$ cat src/sv/tcl_pkg.sv
package tcl_pkg;

  localparam int unsigned PositionBitsDefault = 16;
  localparam int unsigned OutPosBits = 16;
  localparam int unsigned MaxItems = 6;
  localparam int unsigned QueueDepth = 4;

  // lexer modes
  typedef enum logic [2:0] {
    MODE_PLAIN      = 3'd0,
    MODE_CODE       = 3'd1,
    MODE_LINE       = 3'd2,
    MODE_BLOCK      = 3'd3,
    MODE_STRING     = 3'd4,
    MODE_SKIP_CODE  = 3'd5,
    MODE_SKIP_PLAIN = 3'd6,
    MODE_SKIP_BLOCK = 3'd7
  } mode_e;

  typedef enum logic [1:0] {
    KIND_START = 2'd0,
    KIND_VALUE = 2'd1,
    KIND_END   = 2'd2
  } kind_e;

  typedef enum logic [2:0] {
    CLASS_PLAIN  = 3'd0,
    CLASS_IDENT  = 3'd1,
    CLASS_OPER   = 3'd2,
    CLASS_STRING = 3'd3,
    CLASS_NUMBER = 3'd4
  } class_e;

  localparam logic [7:0] ChLt    = 8'h3c;
  localparam logic [7:0] ChQuest = 8'h3f;
  localparam logic [7:0] ChGt    = 8'h3e;
  localparam logic [7:0] ChSlash = 8'h2f;
  localparam logic [7:0] ChStar  = 8'h2a;
  localparam logic [7:0] ChQuote = 8'h22;
  localparam logic [7:0] ChBack  = 8'h5c;
  localparam logic [7:0] ChPct   = 8'h25;
  localparam logic [7:0] ChNl    = 8'h0a;

  // one result item
  typedef struct packed {
    logic [1:0]            kind;
    logic [2:0]            cls;
    logic [7:0]            ch;
    logic [OutPosBits-1:0] row;
    logic [OutPosBits-1:0] col;
  } item_t;

  // one step's worth of results, handed from front to back
  typedef struct packed {
    logic [2:0]               count;
    item_t [MaxItems-1:0]     items;
  } batch_t;

  function automatic logic is_punct(logic [7:0] c);
    return c == 8'h28 || c == 8'h29 || c == 8'h5b || c == 8'h5d || c == 8'h7b ||
           c == 8'h7d || c == 8'h2c || c == 8'h3b;
  endfunction

  function automatic logic is_op(logic [7:0] c);
    return c == ChLt || c == ChGt || c == 8'h3d || c == 8'h3a || c == 8'h2b ||
           c == 8'h2d || c == ChStar || c == ChSlash || c == 8'h7c || c == 8'h26 ||
           c == 8'h21;
  endfunction

  function automatic logic ends_word(logic [7:0] c);
    return is_punct(c) || is_op(c) || c == 8'h20 || c == ChPct || c == ChQuest ||
           c == 8'h00 || c == 8'h09 || c == 8'h0d || c == ChNl || c == ChBack;
  endfunction

endpackage

$ cat src/sv/tcl_front.sv
module tcl_front #(
  parameter int unsigned PositionBits = tcl_pkg::PositionBitsDefault
) (
  input  logic            clk_i,
  input  logic            rst_ni,
  input  logic            valid_i,
  output logic            ready_o,
  input  logic [7:0]      source_byte_i,
  input  logic            end_of_source_i,
  output logic            push_o,
  output tcl_pkg::batch_t batch_o,
  input  logic            space_i
);

  localparam logic [PositionBits-1:0] PosMax = {PositionBits{1'b1}};

  tcl_pkg::mode_e            mode_q, mode_d;
  logic [7:0]                held_q, held_d;
  logic                      hvalid_q, hvalid_d;
  logic                      esc_q, esc_d;
  logic                      open_q, open_d;
  logic [2:0]                cls_q, cls_d;
  logic [PositionBits-1:0]   row_q, row_d, col_q, col_d, trow_q, trow_d, tcol_q, tcol_d;
  tcl_pkg::batch_t           b;
  logic                      acc;

  // position as carried on the output, extended or cut to its width
  function automatic logic [tcl_pkg::OutPosBits-1:0] pos_out(
    input logic [PositionBits-1:0] p
  );
    return tcl_pkg::OutPosBits'(p);
  endfunction

  assign ready_o = space_i;
  assign acc     = valid_i && space_i;

  // combinational step of the lexer
  always_comb begin
    logic [7:0] c;
    logic [7:0] n;
    logic       has_n;
    logic       fresh;
    logic [7:0] r;
    logic       r_ok;
    c = held_q;
    n = source_byte_i;
    has_n = !end_of_source_i;
    fresh = 1'b0;
    r = 8'h00;
    r_ok = 1'b1;
    mode_d = mode_q; held_d = held_q; hvalid_d = hvalid_q; esc_d = esc_q;
    open_d = open_q; cls_d = cls_q; row_d = row_q; col_d = col_q;
    trow_d = trow_q; tcol_d = tcol_q;
    b = '0;

    if (hvalid_q) begin
      unique case (mode_q)
        tcl_pkg::MODE_PLAIN: begin
          if (c == tcl_pkg::ChLt && has_n && n == tcl_pkg::ChQuest) begin
            if (open_d) begin
              b.items[b.count] = '{tcl_pkg::KIND_END, cls_d, 8'h00,
                                   pos_out(trow_d), pos_out(tcol_d)};
              b.count = b.count + 3'd1;
            end
            open_d = 1'b0;
            mode_d = tcl_pkg::MODE_SKIP_CODE;
          end else begin
            if (!open_d) begin
              open_d = 1'b1; cls_d = tcl_pkg::CLASS_PLAIN; trow_d = row_q; tcol_d = col_q;
              b.items[b.count] = '{tcl_pkg::KIND_START, cls_d, 8'h00,
                                   pos_out(trow_d), pos_out(tcol_d)};
              b.count = b.count + 3'd1;
            end
            b.items[b.count] = '{tcl_pkg::KIND_VALUE, cls_d, c,
                                 pos_out(trow_d), pos_out(tcol_d)};
            b.count = b.count + 3'd1;
          end
        end
        tcl_pkg::MODE_CODE: begin
          fresh = 1'b1;
          if (open_d) begin
            if (cls_d == tcl_pkg::CLASS_OPER ? tcl_pkg::is_op(c)
                                             : !tcl_pkg::ends_word(c)) begin
              b.items[b.count] = '{tcl_pkg::KIND_VALUE, cls_d, c,
                                   pos_out(trow_d), pos_out(tcol_d)};
              b.count = b.count + 3'd1;
              fresh = 1'b0;
            end else begin
              b.items[b.count] = '{tcl_pkg::KIND_END, cls_d, 8'h00,
                                   pos_out(trow_d), pos_out(tcol_d)};
              b.count = b.count + 3'd1;
              open_d = 1'b0;
            end
          end
        end
        tcl_pkg::MODE_LINE: begin
          if (c == tcl_pkg::ChQuest && has_n && n == tcl_pkg::ChGt)
            mode_d = tcl_pkg::MODE_SKIP_PLAIN;
          else if (c == tcl_pkg::ChNl) mode_d = tcl_pkg::MODE_CODE;
        end
        tcl_pkg::MODE_BLOCK: begin
          if (c == tcl_pkg::ChStar && has_n && n == tcl_pkg::ChSlash)
            mode_d = tcl_pkg::MODE_SKIP_CODE;
        end
        tcl_pkg::MODE_STRING: begin
          if (esc_q) begin
            esc_d = 1'b0;
            unique case (c)
              tcl_pkg::ChQuote: r = tcl_pkg::ChQuote;
              tcl_pkg::ChBack:  r = tcl_pkg::ChBack;
              8'h62: r = 8'd8;
              8'h66: r = 8'd12;
              8'h6e: r = 8'd10;
              8'h72: r = 8'd13;
              8'h74: r = 8'd9;
              8'h76: r = 8'd11;
              default: r_ok = 1'b0;
            endcase
            if (!r_ok) begin
              b.items[b.count] = '{tcl_pkg::KIND_VALUE, cls_d, tcl_pkg::ChBack,
                                   pos_out(trow_d), pos_out(tcol_d)};
              b.count = b.count + 3'd1;
              r = c;
            end
            b.items[b.count] = '{tcl_pkg::KIND_VALUE, cls_d, r,
                                 pos_out(trow_d), pos_out(tcol_d)};
            b.count = b.count + 3'd1;
          end else if (c == tcl_pkg::ChQuote) begin
            if (open_d) begin
              b.items[b.count] = '{tcl_pkg::KIND_END, cls_d, 8'h00,
                                   pos_out(trow_d), pos_out(tcol_d)};
              b.count = b.count + 3'd1;
            end
            open_d = 1'b0;
            mode_d = tcl_pkg::MODE_CODE;
          end else if (c == tcl_pkg::ChBack) begin
            esc_d = 1'b1;
          end else begin
            b.items[b.count] = '{tcl_pkg::KIND_VALUE, cls_d, c,
                                 pos_out(trow_d), pos_out(tcol_d)};
            b.count = b.count + 3'd1;
          end
        end
        tcl_pkg::MODE_SKIP_CODE:  mode_d = tcl_pkg::MODE_CODE;
        tcl_pkg::MODE_SKIP_PLAIN: mode_d = tcl_pkg::MODE_PLAIN;
        tcl_pkg::MODE_SKIP_BLOCK: mode_d = tcl_pkg::MODE_BLOCK;
        default: mode_d = tcl_pkg::MODE_BLOCK;
      endcase

      // fresh character in code
      if (fresh && !(c == 8'h20 || (c >= 8'd9 && c <= 8'd13))) begin
        if (c == tcl_pkg::ChQuest && has_n && n == tcl_pkg::ChGt) begin
          mode_d = tcl_pkg::MODE_SKIP_PLAIN;
        end else if (c == tcl_pkg::ChSlash && has_n && n == tcl_pkg::ChSlash) begin
          mode_d = tcl_pkg::MODE_LINE;
        end else if (c == tcl_pkg::ChSlash && has_n && n == tcl_pkg::ChStar) begin
          mode_d = tcl_pkg::MODE_SKIP_BLOCK;
        end else if (c == tcl_pkg::ChQuote) begin
          open_d = 1'b1; cls_d = tcl_pkg::CLASS_STRING; trow_d = row_q; tcol_d = col_q;
          b.items[b.count] = '{tcl_pkg::KIND_START, cls_d, 8'h00,
                               pos_out(trow_d), pos_out(tcol_d)};
          b.count = b.count + 3'd1;
          mode_d = tcl_pkg::MODE_STRING;
        end else if (!(c == tcl_pkg::ChPct || c == tcl_pkg::ChQuest ||
                       c == tcl_pkg::ChBack || c == 8'h00)) begin
          open_d = 1'b1;
          trow_d = row_q; tcol_d = col_q;
          if (tcl_pkg::is_punct(c) || tcl_pkg::is_op(c)) cls_d = tcl_pkg::CLASS_OPER;
          else if (c >= 8'h30 && c <= 8'h39)         cls_d = tcl_pkg::CLASS_NUMBER;
          else                                       cls_d = tcl_pkg::CLASS_IDENT;
          b.items[b.count] = '{tcl_pkg::KIND_START, cls_d, 8'h00,
                               pos_out(trow_d), pos_out(tcol_d)};
          b.count = b.count + 3'd1;
          b.items[b.count] = '{tcl_pkg::KIND_VALUE, cls_d, c,
                               pos_out(trow_d), pos_out(tcol_d)};
          b.count = b.count + 3'd1;
          if (tcl_pkg::is_punct(c)) begin
            b.items[b.count] = '{tcl_pkg::KIND_END, cls_d, 8'h00,
                                 pos_out(trow_d), pos_out(tcol_d)};
            b.count = b.count + 3'd1;
            open_d = 1'b0;
          end
        end
      end

      // position update
      if (c == tcl_pkg::ChNl) begin
        if (row_q != PosMax) row_d = row_q + 1'b1;
        col_d = '0;
      end else if (col_q != PosMax) begin
        col_d = col_q + 1'b1;
      end
    end

    if (end_of_source_i) begin
      if (esc_d && open_d) begin
        b.items[b.count] = '{tcl_pkg::KIND_VALUE, cls_d, tcl_pkg::ChBack,
                             pos_out(trow_d), pos_out(tcol_d)};
        b.count = b.count + 3'd1;
      end
      if (open_d) begin
        b.items[b.count] = '{tcl_pkg::KIND_END, cls_d, 8'h00,
                             pos_out(trow_d), pos_out(tcol_d)};
        b.count = b.count + 3'd1;
      end
      mode_d = tcl_pkg::MODE_PLAIN; held_d = '0; hvalid_d = 1'b0; esc_d = 1'b0;
      open_d = 1'b0; cls_d = '0; row_d = '0; col_d = '0; trow_d = '0; tcol_d = '0;
    end else begin
      held_d = source_byte_i;
      hvalid_d = 1'b1;
    end
  end

  assign push_o  = acc && (b.count != 3'd0);
  assign batch_o = b;

  // lexer state
  always_ff @(posedge clk_i or negedge rst_ni) begin
    if (!rst_ni) begin
      mode_q <= tcl_pkg::MODE_PLAIN; held_q <= '0; hvalid_q <= 1'b0; esc_q <= 1'b0;
      open_q <= 1'b0; cls_q <= '0; row_q <= '0; col_q <= '0; trow_q <= '0; tcol_q <= '0;
    end else if (acc) begin
      mode_q <= mode_d; held_q <= held_d; hvalid_q <= hvalid_d; esc_q <= esc_d;
      open_q <= open_d; cls_q <= cls_d; row_q <= row_d; col_q <= col_d;
      trow_q <= trow_d; tcol_q <= tcol_d;
    end
  end

endmodule

$ cat src/sv/tcl_queue.sv
module tcl_queue (
  input  logic            clk_i,
  input  logic            rst_ni,
  input  logic            push_i,
  input  tcl_pkg::batch_t batch_i,
  output logic            space_o,
  output logic            valid_o,
  output tcl_pkg::batch_t batch_o,
  input  logic            pop_i
);

  localparam int unsigned AddrBits = $clog2(tcl_pkg::QueueDepth);

  tcl_pkg::batch_t      mem_q [tcl_pkg::QueueDepth];
  logic [AddrBits-1:0]  wr_q, rd_q;
  logic [AddrBits:0]    cnt_q;

  assign space_o = cnt_q != AddrBits'(0) + (AddrBits+1)'(tcl_pkg::QueueDepth)
                   ? 1'b1 : 1'b0;
  assign valid_o = cnt_q != '0;
  assign batch_o = mem_q[rd_q];

  // storage
  always_ff @(posedge clk_i) begin
    if (push_i) mem_q[wr_q] <= batch_i;
  end

  // pointers
  always_ff @(posedge clk_i or negedge rst_ni) begin
    if (!rst_ni) begin
      wr_q <= '0; rd_q <= '0; cnt_q <= '0;
    end else begin
      if (push_i) wr_q <= wr_q + 1'b1;
      if (pop_i)  rd_q <= rd_q + 1'b1;
      cnt_q <= cnt_q + (AddrBits+1)'(push_i) - (AddrBits+1)'(pop_i);
    end
  end

endmodule

$ cat src/sv/tcl_back.sv
module tcl_back (
  input  logic            clk_i,
  input  logic            rst_ni,
  input  logic            valid_i,
  input  tcl_pkg::batch_t batch_i,
  output logic            pop_o,
  output logic            valid_o,
  input  logic            ready_i,
  output tcl_pkg::item_t  item_o,
  output logic            last_o
);

  logic [2:0] idx_q;
  logic       fire;

  assign valid_o = valid_i;
  assign item_o  = batch_i.items[idx_q];
  assign last_o  = (idx_q + 3'd1) == batch_i.count;
  assign fire    = valid_i && ready_i;
  assign pop_o   = fire && last_o;

  // walk through the items of one batch
  always_ff @(posedge clk_i or negedge rst_ni) begin
    if (!rst_ni) idx_q <= '0;
    else if (fire) idx_q <= last_o ? 3'd0 : idx_q + 3'd1;
  end

endmodule

$ cat src/sv/template_code_lexer_core.sv
// template code lexer
// input channel: valid_i/ready_o with source_byte_i and end_of_source_i;
// one byte is accepted per cycle while the result queue has room.
// output channel: valid_o/ready_i with item_kind_o, token_class_o,
// value_char_o, start_row_o, start_column_o and last_of_step_o.
// a byte is lexed when its lookahead byte arrives (or end of source), so
// results of one byte appear with the next accepted item. the front lexes a
// byte in the accept cycle and pushes up to six result items as one batch into
// a four-entry queue; the back streams one item per cycle from the queue head while ready_i is high.
// results of an accepted byte are registered in the queue before the back presents them.
// one byte per cycle while results fit; a byte giving k items occupies the
// output for k handshakes, so the output port sets sustained rate.
// reset clears lexer state, positions and queue; nothing is in flight.
// when the receiver stalls, the queue fills and ready_o falls; no item is lost.
module template_code_lexer_core #(
  parameter int unsigned PositionBits = tcl_pkg::PositionBitsDefault
) (
  input  logic        clk_i,
  input  logic        rst_ni,
  input  logic        valid_i,
  output logic        ready_o,
  input  logic [7:0]  source_byte_i,
  input  logic        end_of_source_i,
  output logic        valid_o,
  input  logic        ready_i,
  output logic [1:0]  item_kind_o,
  output logic [2:0]  token_class_o,
  output logic [7:0]  value_char_o,
  output logic [15:0] start_row_o,
  output logic [15:0] start_column_o,
  output logic        last_of_step_o
);

  logic            push, space, qvalid, pop;
  tcl_pkg::batch_t fbatch, qbatch;
  tcl_pkg::item_t  item;

  tcl_front #(.PositionBits(PositionBits)) u_front (
    .clk_i, .rst_ni, .valid_i, .ready_o, .source_byte_i, .end_of_source_i,
    .push_o(push), .batch_o(fbatch), .space_i(space)
  );

  tcl_queue u_queue (
    .clk_i, .rst_ni, .push_i(push), .batch_i(fbatch), .space_o(space),
    .valid_o(qvalid), .batch_o(qbatch), .pop_i(pop)
  );

  tcl_back u_back (
    .clk_i, .rst_ni, .valid_i(qvalid), .batch_i(qbatch), .pop_o(pop),
    .valid_o, .ready_i, .item_o(item), .last_o(last_of_step_o)
  );

  assign item_kind_o    = item.kind;
  assign token_class_o  = item.cls;
  assign value_char_o   = item.ch;
  assign start_row_o    = item.row;
  assign start_column_o = item.col;

  // checks
  a_pop_needs_valid: assert property (@(posedge clk_i) disable iff (!rst_ni)
    pop |-> qvalid) else $error("pop from empty queue");
  a_no_push_when_full: assert property (@(posedge clk_i) disable iff (!rst_ni)
    push |-> space) else $error("push into full queue");
  a_kind_legal: assert property (@(posedge clk_i) disable iff (!rst_ni)
    valid_o |-> (item_kind_o != 2'd3)) else $error("bad item kind");

endmodule

$ cat config.mk
export PLATFORM = sky130hd
export DESIGN_NAME = template_code_lexer_core
export DESIGN_NICKNAME = d
export VERILOG_FILES = /design/src/sv/tcl_pkg.sv /design/src/sv/tcl_front.sv /design/src/sv/tcl_queue.sv /design/src/sv/tcl_back.sv /design/src/sv/template_code_lexer_core.sv
export SDC_FILE = /design/constraint.sdc
export NUM_CORES = 1
export LEC_CHECK = 0
export BUFFER_PORTS_ARGS = -buffer_cell sky130_fd_sc_hd__buf_2
export CAP_MARGIN = 0
export CORE_MARGIN = 2
export CORE_UTILIZATION = 57
export CTS_CLUSTER_SIZE = 24
export DETAILED_ROUTE_END_ITERATION = 16
export HOLD_SLACK_MARGIN = 0.08
export PLACE_DENSITY_LB_ADDON = 0.25
export SYNTH_ARGS = -nofsm -noshare
export SYNTH_HDL_FRONTEND = slang
export SYNTH_SLANG_ARGS = --single-unit
$ cat constraint.sdc
create_clock -name clk_i -period 11.5 [get_ports clk_i]
set_clock_uncertainty 0.1 [all_clocks]
set_input_delay 0.575 -clock clk_i [delete_from_list [all_inputs] [get_ports clk_i]]
set_output_delay 0.575 -clock clk_i [all_outputs]
set_load 0.05 [all_outputs]
==> impl_metrics.tcl <==
set metrics [dict create \
    synth-xor-area-share 0.00668 \
    grt_use_total 0.301 \
    utilization 0.631 \
    drv_cap 0 \
    slew_violations 0 \
    synth_warnings 0 \
    critPathMaxFanout 120 \
    final_common_cell "edfxtp_1" \
    rsz0062_at_grt "no" \
    drc_errors 0 \
    avgViaCountPerCell 6.99 \
    netlist_area_mm2 0.0526 \
    whs_ns 0.102 \
    ys_seq_area_frac 0.666 \
    synthCells 3244 \
    routed_wl_um 141000 \
    grt_pass1_wl_um 208000 \
    post_drt_wl_per_cell_um 31.3 \
    min_path_type "in -> reg" \
    worst_skew_pair.late_latency_ns 0.70 \
    synth-simple-area-share 0.0513 \
    start_kind "register" \
    vias 31549 \
    grt_max_degree 143 \
    area_delta_synth_final_pct 9.67 \
    layout_common_cells "edfxtp_1 (1092), mux4_2 (319), nand2_1 (200), a21oi_1 (163), o21ai_0 (118)" \
    clock_tree.htree_level_count 3 \
    synth_edf_count 1092 \
    ios 61 \
    critPathRequiredTime_ns 11.72 \
    ys_seq_elements 1183 \
    drt_pass1_iterations 7 \
    slew-limit-headroom 0.103 \
    start_util 0.575 \
    core_area_mm2 0.0915 \
    synth_mux_area_frac 0.147 \
    dp.cells 4292 \
    synthDistinctLibCells 103 \
    synthTopCellsByArea "edfxtp_1 (62%), mux4_2 (14%), dfrtp_1 (4.3%), a21oi_1 (1.6%), nand2_1 (1.4%)" \
    powerDensity_mw_per_mm2 267 \
    crit_type "reg -> reg" \
    antenna_found_initial 4 \
    drtAntennaViolNets 0 \
    overflow 0 \
    chipHeight_um 308 \
    synth_compound_area_frac 0.0954 \
    synth_flop_cell "edfxtp_1" \
    cts-root-buf "clkbuf_16" \
    tightest_slew_ns 1.34 \
    place_congestion 0.919 \
    fin_crit_sh 0.707 \
    final_hold_viol_count 0 \
    drtIter0Drc 4388 \
    async_reset_ff_frac 0.0769 \
    fin_nets 3260 \
    post_cts_buffers 0 \
    clk_pin_slew_ns 0.07 \
    period_needed_ns 8.13 \
    timing.setup.tns_ns 0 \
    fmax_mhz 123 \
    peakVddDrop_mv 0.266 \
    end_kind "register" \
    setup-violations-final 0 \
    num_rows 111 \
    cts.sinks 1183 \
    io_buffers 60 \
    p_leak_nw 18.8 \
    grt_pass1_vias 30966 \
    synth_top_family_by_area "multiplexers" \
    drive_gt1_frac 0.202 \
    synth_top_area_share 0.623 \
    syn_avg_cell_area_um2 16.2 \
    cts_tree "yes" \
    synth_largest_area_cell "edfxtp_1" \
    synthAdderAreaFrac 0.00442 \
    die-area_mm2 0.0948 \
    cp.arrival_ns 8.35 \
    die_x_um 308 \
    status "complete, no violations" \
    ctsLongestPathBuffers 3 \
    dp_hpwl_um 82000 \
    final_cells 4512 \
    synth_nets 3275 \
    cts-buffers-inserted 116 \
    total_power_mw 15.4 \
]
report_power, final:
part	switching [mW]	leakage, nW	total, mW	internal, mW
clock network	1.59	1.84	3.74	2.15
logic	3.73	5.63	5.66	1.93
registers	0.451	11.4	5.98	5.53
total	5.77	18.8	15.4	9.61
cell usage after synthesis, types with 4 or more instances:
library cell / n
edfxtp_1: 1092
mux4_2: 319
nand2_1: 201
a21oi_1: 164
clkbuf_1: 137
o21ai_0: 118
inv_1: 100
nor2_1: 97
dfrtp_1: 91
nand3_1: 77
a22o_1: 71
a22oi_1: 64
o22ai_1: 54
buf_1: 49
mux2i_1: 48
o21a_1: 42
a21o_1: 41
o31ai_1: 41
buf_2: 37
a21boi_0: 33
nor3_1: 33
xnor2_1: 33
o2bb2ai_1: 31
and3_1: 19
a31oi_1: 17
ha_1: 17
and2_1: 16
buf_4: 15
nand4_1: 15
o21ai_1: 15
or3_1: 15
buf_6: 13
nand2b_1: 8
nor2b_1: 8
nand3b_1: 5
or2_2: 5
nor3b_1: 4
nor4_1: 4
o211ai_1: 4
xor2_1: 4
cells by family (layout without fill, tap and decap cells):
group,count (synthesis),in the layout
xor+xnor,38,38
other cells,0,1
mux,371,371
simple gates,541,541
flops,1183,1183
buf+inv,354,435
compound gates,739,739
fa+ha+maj,18,18
final cells by class:
type                    count  area, µm²
inverters                 103        387
multi-input cells        1707      16100
repair buffers            118        851
well taps                1186       1480
clock buffers             149       3100
diodes                      1       2.50
clock inverters            65        681
flip-flops and latches   1183      35100
fillers                  6238      33800
metrics by stage:
| step | setup slack, ns | area [µm²] |
|---|---|---|
| floorplan | 0.156 | 52600 |
| global placement | 3.48 | 53900 |
| detailed placement | 3.55 | 53900 |
| CTS | 3.55 | 57700 |
| global route | 2.90 | 57700 |
| finish | 3.37 | 57700 |
flip-flops by register name, summed over array words and instances, names as in the netlist, 8 cells and up:
register	flops
u_front.col_q	16
u_front.held_q	8
u_front.row_q	16
u_front.tcol_q	16
u_front.trow_q	16
u_queue.mem_q	1092
critical path, cell delays in order, from the launching register on:
cell and delay, ns:
dfrtp_1 0.67, nor4b_4 0.66, and2_1 0.60, nor2_1 0.17, and3b_2 0.26, buf_4 0.33
nand2b_1 0.37, ha_1 0.38, a2111oi_0 0.07, a21o_1 0.26, o22ai_2 0.47, ha_1 0.27
inv_1 0.10, nor4_1 0.26, o21ai_0 0.13, nand3_1 0.10, a31oi_1 0.06, or3_1 0.44
a31oi_4 0.37, and2_4 0.82, buf_12 0.57
repair_timing:
action,in CTS,in global routing
gates resized for setup,0,0
endpoints found under the hold margin,51,0
hold buffers,5,0
path summary, 6_finish.rpt:
kind | startpoint | end | slack, ns | depth (start not counted)
min in group asynchronous | rst_ni | u_front.held_q[2]$_DFFE_PN0P_ | 0.40 | 2
worst max-delay path | u_front.held_q[4]$_DFFE_PN0P_ | u_queue.mem_q[2][60]$_DFFE_PP_ | 3.37 | 20
worst max register to register | u_front.held_q[4]$_DFFE_PN0P_ | u_queue.mem_q[2][60]$_DFFE_PP_ | 3.37 | 20
max in group asynchronous | rst_ni | u_front.trow_q[2]$_DFFE_PN0P_ | 9.57 | 3
worst min register to register | u_queue.cnt_q[2]$_DFF_PN0_ | u_queue.cnt_q[2]$_DFF_PN0_ | 0.40 | 1
worst min-delay path | source_byte_i[5] | u_front.held_q[5]$_DFFE_PN0P_ | 0.10 | 3
layer usage:
| metal | global-route usage | vias to the layer above | part of all wire |
|---|---|---|---|
| met5 | 0 | - | 0.00011 |
| met4 | 0.0982 | 4 | 0.031 |
| met3 | 0.0758 | 274 | 0.11 |
| met2 | 0.443 | 2023 | 0.45 |
| met1 | 0.446 | 16281 | 0.40 |
| li1 | - | 12967 | - |
Note: power is estimated with default switching activity, not from simulation.
